**src/rtl/core/pase_pkg.sv**
```systemverilog
package pase_pkg;

    typedef enum logic [2:0] {
        OP_OPEN   = 3'd0,
        OP_CLOSE  = 3'd1,
        OP_PLUS   = 3'd2,
        OP_MINUS  = 3'd3,
        OP_NUMBER = 3'd4,
        OP_END    = 3'd5
    } t_op;

    typedef enum logic [1:0] {
        KIND_LPAREN = 2'd0,
        KIND_ADD    = 2'd1,
        KIND_SUB    = 2'd2,
        KIND_VALUE  = 2'd3
    } t_kind;

    typedef enum logic [2:0] {
        ST_OK               = 3'd0,
        ST_MISSING_OPERAND  = 3'd1,
        ST_UNMATCHED        = 3'd2,
        ST_EMPTY_PARENS     = 3'd3,
        ST_MISSING_OPERATOR = 3'd4,
        ST_BAD_EXPR         = 3'd5,
        ST_OVERFLOW         = 3'd6
    } t_status;

    typedef enum logic [1:0] {
        S_IDLE   = 2'd0,
        S_LAND   = 2'd1,
        S_REFILL = 2'd2
    } t_state;

    typedef struct packed {
        t_kind              kind;
        logic signed [31:0] val;
    } t_entry;

    typedef struct packed {
        t_status            status;
        logic signed [31:0] value;
        logic               is_final;
    } t_result;

    localparam logic signed [31:0] Q_MAX = 32'sh7FFF_FFFF;
    localparam logic signed [31:0] Q_MIN = 32'sh8000_0000;

endpackage

```
**src/rtl/core/pase_stack_mem.sv**
```systemverilog
module pase_stack_mem #(
    parameter int DEPTH = 64,
    parameter int AW    = 6
) (
    input  logic                 i_clk,
    input  logic                 i_wr_en,
    input  logic [AW-1:0]        i_wr_addr,
    input  pase_pkg::t_entry     i_wr_data,
    input  logic                 i_rd_en,
    input  logic [AW-1:0]        i_rd_addr_a,
    input  logic [AW-1:0]        i_rd_addr_b,
    output pase_pkg::t_entry     o_rd_a,
    output pase_pkg::t_entry     o_rd_b
);

    pase_pkg::t_entry r_mem [DEPTH];
    pase_pkg::t_entry r_rd_a;
    pase_pkg::t_entry r_rd_b;

    always_ff @(posedge i_clk) begin
        if (i_wr_en) begin
            r_mem[i_wr_addr] <= i_wr_data;
        end
        if (i_rd_en) begin
            r_rd_a <= r_mem[i_rd_addr_a];
            r_rd_b <= r_mem[i_rd_addr_b];
        end
    end

    assign o_rd_a = r_rd_a;
    assign o_rd_b = r_rd_b;

endmodule

```
**src/rtl/core/pase_alu.sv**
```systemverilog
module pase_alu (
    input  logic signed [31:0] i_a,
    input  logic signed [31:0] i_b,
    input  logic               i_sub,
    output logic signed [31:0] o_sum
);

    logic signed [32:0] w_ext;

    always_comb begin
        if (i_sub) begin
            w_ext = {i_a[31], i_a} - {i_b[31], i_b};
        end else begin
            w_ext = {i_a[31], i_a} + {i_b[31], i_b};
        end
        priority if (w_ext[32] != w_ext[31]) begin
            o_sum = w_ext[32] ? pase_pkg::Q_MIN : pase_pkg::Q_MAX;
        end else begin
            o_sum = w_ext[31:0];
        end
    end

endmodule

```
**src/rtl/core/pase_seq.sv**
```systemverilog
module pase_seq #(
    parameter int STACK_DEPTH = 64
) (
    input  logic                 i_clk,
    input  logic                 i_rst_n,
    input  logic                 i_item_valid,
    input  logic [2:0]           i_op,
    input  logic signed [31:0]   i_num,
    input  logic                 i_out_room,
    output logic                 o_done,
    output pase_pkg::t_result    o_result
);

    localparam int AW = (STACK_DEPTH > 1) ? $clog2(STACK_DEPTH) : 1;
    localparam int CW = $clog2(STACK_DEPTH + 1);

    pase_pkg::t_state  r_state, n_state;
    logic [CW-1:0]     r_cnt, n_cnt;
    pase_pkg::t_status r_err, n_err;
    pase_pkg::t_entry  r_t, n_t;
    pase_pkg::t_entry  r_u, n_u;

    logic              mem_wr_en;
    logic [AW-1:0]     mem_wr_addr;
    pase_pkg::t_entry  mem_wr_data;
    logic              mem_rd_en;
    logic [AW-1:0]     mem_rd_addr_a;
    logic [AW-1:0]     mem_rd_addr_b;
    pase_pkg::t_entry  rd_a;
    pase_pkg::t_entry  rd_b;

    logic signed [31:0] alu_a;
    logic signed [31:0] alu_b;
    logic               alu_sub;
    logic signed [31:0] alu_sum;

    logic              push_en;
    pase_pkg::t_entry  push_data;
    logic              w_full;
    logic [AW-1:0]     w_c0;
    logic [AW-1:0]     w_cm2;
    logic [AW-1:0]     w_cm3;
    logic [AW-1:0]     w_cm4;
    logic [AW-1:0]     w_cm5;
    pase_pkg::t_status w_end_status;

    assign w_full = (r_cnt == CW'(STACK_DEPTH));
    assign w_c0   = r_cnt[AW-1:0];
    assign w_cm2  = w_c0 - AW'(2);
    assign w_cm3  = w_c0 - AW'(3);
    assign w_cm4  = w_c0 - AW'(4);
    assign w_cm5  = w_c0 - AW'(5);

    assign alu_a   = (r_state == pase_pkg::S_LAND) ? rd_b.val : r_u.val;
    assign alu_b   = (r_state == pase_pkg::S_LAND) ? r_t.val : i_num;
    assign alu_sub = (r_state == pase_pkg::S_LAND) ? (rd_a.kind == pase_pkg::KIND_SUB)
                                                   : (r_t.kind == pase_pkg::KIND_SUB);

    pase_alu u_alu (
        .i_a   (alu_a),
        .i_b   (alu_b),
        .i_sub (alu_sub),
        .o_sum (alu_sum)
    );

    pase_stack_mem #(
        .DEPTH (STACK_DEPTH),
        .AW    (AW)
    ) u_mem (
        .i_clk       (i_clk),
        .i_wr_en     (mem_wr_en),
        .i_wr_addr   (mem_wr_addr),
        .i_wr_data   (mem_wr_data),
        .i_rd_en     (mem_rd_en),
        .i_rd_addr_a (mem_rd_addr_a),
        .i_rd_addr_b (mem_rd_addr_b),
        .o_rd_a      (rd_a),
        .o_rd_b      (rd_b)
    );

    always_ff @(posedge i_clk) begin
        if (!i_rst_n) begin
            r_state <= pase_pkg::S_IDLE;
            r_cnt   <= '0;
            r_err   <= pase_pkg::ST_OK;
        end else begin
            r_state <= n_state;
            r_cnt   <= n_cnt;
            r_err   <= n_err;
        end
    end

    always_ff @(posedge i_clk) begin
        r_t <= n_t;
        r_u <= n_u;
    end

    always_comb begin
        priority if (r_err != pase_pkg::ST_OK) begin
            w_end_status = r_err;
        end else if (r_cnt == CW'(1) && r_t.kind == pase_pkg::KIND_VALUE) begin
            w_end_status = pase_pkg::ST_OK;
        end else begin
            w_end_status = pase_pkg::ST_BAD_EXPR;
        end
    end

    always_comb begin
        n_state       = r_state;
        n_cnt         = r_cnt;
        n_err         = r_err;
        n_t           = r_t;
        n_u           = r_u;
        mem_wr_en     = 1'b0;
        mem_wr_addr   = w_c0;
        mem_wr_data   = r_t;
        mem_rd_en     = 1'b0;
        mem_rd_addr_a = w_cm3;
        mem_rd_addr_b = w_cm3;
        push_en       = 1'b0;
        push_data     = '{kind: pase_pkg::KIND_LPAREN, val: '0};
        o_done        = 1'b0;
        o_result      = '{status: r_err, value: '0, is_final: 1'b0};

        unique case (r_state)
            pase_pkg::S_IDLE: begin
                if (i_item_valid && i_out_room) begin
                    priority if (i_op == pase_pkg::OP_END) begin
                        o_done   = 1'b1;
                        o_result = '{status: w_end_status,
                                     value: (w_end_status == pase_pkg::ST_OK) ? r_t.val : '0,
                                     is_final: 1'b1};
                        n_cnt    = '0;
                        n_err    = pase_pkg::ST_OK;
                    end else if (r_err != pase_pkg::ST_OK) begin
                        o_done = 1'b1;
                    end else begin
                        o_done = 1'b1;
                        unique case (i_op)
                            pase_pkg::OP_OPEN: begin
                                push_en   = 1'b1;
                                push_data = '{kind: pase_pkg::KIND_LPAREN, val: '0};
                            end
                            pase_pkg::OP_PLUS, pase_pkg::OP_MINUS: begin
                                priority if (r_cnt == '0 || r_t.kind != pase_pkg::KIND_VALUE) begin
                                    n_err = pase_pkg::ST_MISSING_OPERAND;
                                end else begin
                                    push_en   = 1'b1;
                                    push_data = '{kind: (i_op == pase_pkg::OP_PLUS) ?
                                                        pase_pkg::KIND_ADD : pase_pkg::KIND_SUB,
                                                  val: '0};
                                end
                            end
                            pase_pkg::OP_NUMBER: begin
                                priority if (r_cnt == '0 || r_t.kind == pase_pkg::KIND_LPAREN) begin
                                    push_en   = 1'b1;
                                    push_data = '{kind: pase_pkg::KIND_VALUE, val: i_num};
                                end else if (r_t.kind == pase_pkg::KIND_VALUE) begin
                                    n_err = pase_pkg::ST_MISSING_OPERATOR;
                                end else begin
                                    mem_wr_en   = 1'b1;
                                    mem_wr_addr = w_cm2;
                                    mem_wr_data = '{kind: pase_pkg::KIND_VALUE, val: alu_sum};
                                    n_t         = '{kind: pase_pkg::KIND_VALUE, val: alu_sum};
                                    n_cnt       = r_cnt - CW'(1);
                                    if (r_cnt >= CW'(3)) begin
                                        mem_rd_en     = 1'b1;
                                        mem_rd_addr_a = w_cm3;
                                        n_state       = pase_pkg::S_REFILL;
                                    end
                                end
                            end
                            pase_pkg::OP_CLOSE: begin
                                priority if (r_cnt == '0) begin
                                    n_err = pase_pkg::ST_UNMATCHED;
                                end else if (r_t.kind == pase_pkg::KIND_LPAREN) begin
                                    n_err = pase_pkg::ST_EMPTY_PARENS;
                                end else if (r_t.kind != pase_pkg::KIND_VALUE) begin
                                    n_err = pase_pkg::ST_MISSING_OPERAND;
                                end else if (r_cnt == CW'(1) ||
                                             r_u.kind != pase_pkg::KIND_LPAREN) begin
                                    n_err = pase_pkg::ST_UNMATCHED;
                                end else if (r_cnt == CW'(2)) begin
                                    mem_wr_en   = 1'b1;
                                    mem_wr_addr = '0;
                                    mem_wr_data = r_t;
                                    n_cnt       = CW'(1);
                                end else begin
                                    o_done        = 1'b0;
                                    mem_rd_en     = 1'b1;
                                    mem_rd_addr_a = w_cm3;
                                    mem_rd_addr_b = (r_cnt >= CW'(4)) ? w_cm4 : w_cm3;
                                    n_state       = pase_pkg::S_LAND;
                                end
                            end
                            default: begin
                            end
                        endcase
                        if (push_en) begin
                            priority if (w_full) begin
                                n_err = pase_pkg::ST_OVERFLOW;
                            end else begin
                                mem_wr_en   = 1'b1;
                                mem_wr_addr = w_c0;
                                mem_wr_data = push_data;
                                n_u         = r_t;
                                n_t         = push_data;
                                n_cnt       = r_cnt + CW'(1);
                            end
                        end
                        o_result.status = n_err;
                    end
                end
            end
            pase_pkg::S_LAND: begin
                if (i_out_room) begin
                    o_done  = 1'b1;
                    n_state = pase_pkg::S_IDLE;
                    unique case (rd_a.kind)
                        pase_pkg::KIND_LPAREN: begin
                            mem_wr_en   = 1'b1;
                            mem_wr_addr = w_cm2;
                            mem_wr_data = r_t;
                            n_u         = rd_a;
                            n_cnt       = r_cnt - CW'(1);
                        end
                        pase_pkg::KIND_VALUE: begin
                            n_err = pase_pkg::ST_MISSING_OPERATOR;
                            n_cnt = r_cnt - CW'(2);
                        end
                        pase_pkg::KIND_ADD, pase_pkg::KIND_SUB: begin
                            mem_wr_en   = 1'b1;
                            mem_wr_addr = w_cm4;
                            mem_wr_data = '{kind: pase_pkg::KIND_VALUE, val: alu_sum};
                            n_t         = '{kind: pase_pkg::KIND_VALUE, val: alu_sum};
                            n_cnt       = r_cnt - CW'(3);
                            if (r_cnt >= CW'(5)) begin
                                mem_rd_en     = 1'b1;
                                mem_rd_addr_a = w_cm5;
                                n_state       = pase_pkg::S_REFILL;
                            end
                        end
                    endcase
                    o_result.status = n_err;
                end
            end
            pase_pkg::S_REFILL: begin
                n_u     = rd_a;
                n_state = pase_pkg::S_IDLE;
            end
            default: begin
                n_state = pase_pkg::S_IDLE;
            end
        endcase
    end

`ifndef SYNTHESIS
    a_cnt_bound: assert property (@(posedge i_clk) disable iff (!i_rst_n)
        r_cnt <= CW'(STACK_DEPTH))
        else $error("stack count beyond depth");

    a_end_clears: assert property (@(posedge i_clk) disable iff (!i_rst_n)
        (o_done && o_result.is_final) |=> (r_cnt == '0 && r_err == pase_pkg::ST_OK))
        else $error("end request did not clear stack and error");

    a_refill_once: assert property (@(posedge i_clk) disable iff (!i_rst_n)
        (r_state == pase_pkg::S_REFILL) |=> (r_state == pase_pkg::S_IDLE))
        else $error("refill not followed by idle");

    a_land_top_value: assert property (@(posedge i_clk) disable iff (!i_rst_n)
        (r_state == pase_pkg::S_LAND) |-> (r_t.kind == pase_pkg::KIND_VALUE && r_cnt >= CW'(3)))
        else $error("close landing without value on top");

    a_no_write_on_error: assert property (@(posedge i_clk) disable iff (!i_rst_n)
        (r_err != pase_pkg::ST_OK) |-> !mem_wr_en)
        else $error("stack written while error held");
`endif

endmodule

```
**src/rtl/core/paren_add_sub_stack_evaluator.sv**
```systemverilog
// Evaluates a tokenized infix expression of parentheses, plus, minus and
// Q16.16 numbers; every request gives exactly one response, the sticky
// status, and an end request gives the final value or the first error and
// clears the stack. Entries live in a STACK_DEPTH-deep synchronous memory
// with one write and two read ports, with the top two entries held in
// registers. Open paren, plus, minus, end, a number that starts an operand
// and any request under a held error are handled in the idle state alone,
// back to back while the output has room. A number that folds into a
// pending operator writes its sum at once and, when entries remain below
// the fold, refills the second-from-top register from memory before the
// next request is handled; a close paren over an outer level first reads
// the entries below the paren from memory, and also refills when it folds
// into a deeper operator with entries below it. A response passes from the
// input register to the output register once handled, and is held back
// while the output is stalled. No clearing pass is needed after reset.
module paren_add_sub_stack_evaluator #(
    parameter int STACK_DEPTH = 64
) (
    input  logic               i_clk,
    input  logic               i_rst_n,
    input  logic               i_valid,
    output logic               o_stall,
    input  logic [2:0]         i_operation,
    input  logic signed [31:0] i_number_value,
    output logic               o_valid,
    input  logic               i_stall,
    output logic [2:0]         o_status,
    output logic signed [31:0] o_result_value,
    output logic               o_is_final
);

    logic               r_q_valid, n_q_valid;
    logic [2:0]         r_q_op;
    logic signed [31:0] r_q_num;
    logic               r_o_valid, n_o_valid;
    pase_pkg::t_result  r_o_res;

    logic               w_accept;
    logic               w_out_room;
    logic               w_done;
    pase_pkg::t_result  w_result;

    assign w_out_room = !r_o_valid || !i_stall;
    assign o_stall    = r_q_valid && !w_done;
    assign w_accept   = i_valid && !o_stall;

    pase_seq #(
        .STACK_DEPTH (STACK_DEPTH)
    ) u_seq (
        .i_clk        (i_clk),
        .i_rst_n      (i_rst_n),
        .i_item_valid (r_q_valid),
        .i_op         (r_q_op),
        .i_num        (r_q_num),
        .i_out_room   (w_out_room),
        .o_done       (w_done),
        .o_result     (w_result)
    );

    always_comb begin
        priority if (w_accept) begin
            n_q_valid = 1'b1;
        end else if (w_done) begin
            n_q_valid = 1'b0;
        end else begin
            n_q_valid = r_q_valid;
        end
        priority if (w_done) begin
            n_o_valid = 1'b1;
        end else if (!i_stall) begin
            n_o_valid = 1'b0;
        end else begin
            n_o_valid = r_o_valid;
        end
    end

    always_ff @(posedge i_clk) begin
        if (!i_rst_n) begin
            r_q_valid <= 1'b0;
            r_o_valid <= 1'b0;
        end else begin
            r_q_valid <= n_q_valid;
            r_o_valid <= n_o_valid;
        end
    end

    always_ff @(posedge i_clk) begin
        if (w_accept) begin
            r_q_op  <= i_operation;
            r_q_num <= i_number_value;
        end
        if (w_done) begin
            r_o_res <= w_result;
        end
    end

    assign o_valid        = r_o_valid;
    assign o_status       = r_o_res.status;
    assign o_result_value = r_o_res.value;
    assign o_is_final     = r_o_res.is_final;

endmodule

```
**config.mk**
```make
export PLATFORM = sky130hd
export DESIGN_NAME = paren_add_sub_stack_evaluator
export DESIGN_NICKNAME = d
export VERILOG_FILES = /design/src/rtl/core/pase_pkg.sv /design/src/rtl/core/pase_stack_mem.sv /design/src/rtl/core/pase_alu.sv /design/src/rtl/core/pase_seq.sv /design/src/rtl/core/paren_add_sub_stack_evaluator.sv
export SDC_FILE = /design/constraint.sdc
export NUM_CORES = 2
export LEC_CHECK = 0
export ABC_AREA = 1
export ABC_CLOCK_PERIOD_IN_PS = 15800
export BUFFER_PORTS_ARGS = -buffer_cell sky130_fd_sc_hd__buf_2
export CAP_MARGIN = 5
export CORE_AREA = 2 2 624 688
export CTS_BUF_LIST = sky130_fd_sc_hd__clkbuf_16
export DETAILED_ROUTE_END_ITERATION = 12
export DIE_AREA = 0 0 626 690
export PLACE_DENSITY_LB_ADDON = 0.2
export REMOVE_ABC_BUFFERS = 1
export SYNTH_ARGS = -nofsm -noshare
export SYNTH_HDL_FRONTEND = slang
export SYNTH_SLANG_ARGS = --single-unit
```
**constraint.sdc**
```tcl
create_clock -name i_clk -period 15.8 [get_ports i_clk]
set_input_delay 1.58 -clock i_clk [delete_from_list [all_inputs] [get_ports i_clk]]
set_output_delay 1.58 -clock i_clk [all_outputs]
set_load 0.01 [all_outputs]
```
==> out/qor.yml <==
rr_worst_depth: 33
multi_input_area_um2: 44500
cp_data_required_time_ns: 16.13
final_max_slew_viol_count: 0
vias: 106326
cts_buffers: 275
area_delta_synth_final_pct: 11.5
start_util: 0.299
maxUsedRoutingLayer: "met5"
netlist_area_um2: 127000
seq_area_frac_synth: 0.562
p_per_area_nw_per_um2: 154
ios: 77
crit_cells: 33
die_area_um2: 432000
nFillCells: 43684
final_cell_mix: "nand3_1, nand2_1, edfxtp_1"
grt_pass1_vias: 98977
whs_path_depth: 2
start_kind: "register"
layout_commonest_cell: "nand3_1"
clk_latency_ns: 0.90
design.core.area_um2: 424000
hpwl_um: 297000
post-route-min-period_ns: 7.59
setup_viol: 0
nNetsFinal: 14217
cp_max_fo: 65
cts_resized: 0
grt_use_total: 0.237
ff_latch_area_um2: 71400
portBuffers: 76
peakVddDrop_uv: 131
met1_length_um: 213000
grt_max_degree: 170
die_w_um: 626
cts_buffer_depth: 4
setup.worst_path.start: "u_seq.r_state[1]"
cpMaxStageDelayCell: "nand2_2"
layout-drive-gt1-share: 0.0640
regToRegStartpoint: "u_seq.r_state[1]"
synth-seq-cells: 2395
clk_pin_slew_ns: 0.07
wl_met2_um: 252000
r2r_slack_ns: 8.21
antenna_found_initial: 22
drt_wl_total_um: 529000
hold_buffers: 0
place_inst: 19538
dr_wl_met3_um: 40100
clock-sinks: 2395
dr.pass1.iters: 6
tritoncts: "yes"
worstSetupEndpointType: "register"
rows: 251
crit_family: "simple AND/OR/NAND/NOR gates"
rsz0062_at_grt: "false"
die_h_um: 690
max_stage_delay_ns: 0.67
crit_type: "register to register"
instances_no_fill: 20024
maxCapViolCount: 0
gp_congestion: 0.916
finalClockSkew_ns: 0.0635
ant_nets: 0
hp-class: "register to register"
slew_headroom: 0.146
synth_enable_flop_cells: 2347
drc_errors: 0
final_core_util: 0.334
htreeDepth: 5
final.setup.tns_ns: 0
avgViaCountPerCell: 5.31
grt_first_pass_wirelength_um: 743000
wl_per_cell_um: 26.4
synth-async-reset-ratio: 0
hold_violations: 0
cpMostUsedCell: "nand2_1"
synthTopCellsByArea: "edfxtp_1, nand3_1, nand2_1, inv_1, o211ai_1"
ys_types: 57
synth_top_area_frac: 0.555
synthFlopType: "edfxtp_1"
max_freq_ghz: 0.132
drtIter0Drc: 11358
postCtsSetupBuffers: 0
yosysWarningCount: 0
avgSynthCellArea_um2: 8.75
arrival_ns: 7.92
grt.overflow.total: 0
hp-start: "u_seq.u_mem.o_rd_a[26]"
yosys.area.top_type: "edfxtp_1"
status: "complete, no violations"
hold-path-endpoint: "u_seq.r_u[26]"
tightest_slew_ns: 1.28
cp_num_buf_inv: 7
finalCritPeriodShare: 0.480
p_leak_nw: 55.7
syn-instance-count: 14526
root_buffer: "clkbuf_16"
regToRegEndpoint: "u_seq.u_mem.r_mem[48][20]"
## final cells by class
class	instances	area share
antenna	17	0.000300
timing repair buffer	370	0.0204
multi-input combinational	9116	0.314
clock inverter	186	0.00852
sequential	2395	0.504
tap	5692	0.0503
inverter	1965	0.0524
clock buffer	283	0.0500
## tightest hold or removal path, stage by stage, from the launching register on
cell and delay (ns):
edfxtp_1 0.32, nand2_1 0.04, o21ai_0 0.06
## per-stage QoR
step	hold slack, ns	worst slack [ns]	cell area [um^2]	power [mW]
floorplan	0.470	-69.33	122000	14.2
global placement	0.511	8.30	133000	15.8
detailed placement	0.511	8.34	133000	15.7
CTS	0.520	8.27	142000	21.8
global route	0.555	7.51	142000	22.7
finish	0.522	8.21	142000	21.9
## sequential cells by signal, summed over array words and instances (netlist names), 7 cells and up
| name | flops |
|---|---|
| u_seq.u_mem.r_mem | 2176 |
| u_seq.r_t | 34 |
| u_seq.r_u | 34 |
| u_seq.u_mem.o_rd_a | 34 |
| o_result_value | 32 |
| r_q_num | 32 |
| u_seq.u_mem.o_rd_b | 32 |
| u_seq.r_cnt | 7 |
## cells in the mapped netlist, types with 6 or more instances
cell type  instances
nand3_1         3153
nand2_1         3063
edfxtp_1        2347
inv_1           1944
nor2_1           666
o21ai_0          607
o211ai_1         600
a21oi_1          522
clkbuf_1         514
buf_2            416
o21ai_1          187
buf_1             92
ha_1              54
xor2_1            52
dfxtp_1           48
a22oi_1           34
buf_4             26
xnor2_1           21
nand3_2           20
inv_2             17
nor3_1            15
a31oi_1           13
nand4_1           11
nand2_2            8
or2_2              8
a21o_1             6
nor2_2             6
o221ai_1           6
o22ai_1            6
o31ai_1            6
## power by group
group / internal (mW) / switching, mW
logic: 1.82 / 6.05
clock network: 3.45 / 2.69
registers: 7.78 / 0.0603
## kinds of logic (layout without fill, tap and decap cells)
family / after synthesis / count (layout) / share of synthesized area
buf+inv: 3015 / 2804 / 0.0941
fa+ha+maj: 55 / 55 / 0.00548
other cells: 0 / 17 / 0
compound gates: 2020 / 2020 / 0.0936
flops: 2395 / 2395 / 0.562
mux: 1 / 1 / 0.0000788
xor+xnor: 74 / 74 / 0.00516
simple gates: 6966 / 6966 / 0.239
## routing by layer
| layer | vias to the layer above | GRT usage |
|---|---|---|
| met5 | - | 0 |
| met4 | 6 | 0.0963 |
| met3 | 1074 | 0.0335 |
| met2 | 4801 | 0.400 |
| met1 | 51800 | 0.304 |
| li1 | 48645 | - |
## worst max-delay path by stage
| stage | endpoint | slack, ns |
|---|---|---|
| 6_report | u_seq.u_mem.r_mem[48][20] | 8.21 |
| 4_1_cts | u_seq.u_mem.r_mem[48][20] | 8.27 |
| 5_1_grt | u_seq.u_mem.r_mem[48][20] | 7.51 |
| 3_3_place_gp | u_seq.u_mem.r_mem[50][20] | 8.30 |
| 3_5_place_dp | u_seq.u_mem.r_mem[48][20] | 8.34 |
| 2_1_floorplan | u_seq.u_mem.o_rd_b[13] | -69.33 |
Power figures use the tool's default switching activity.
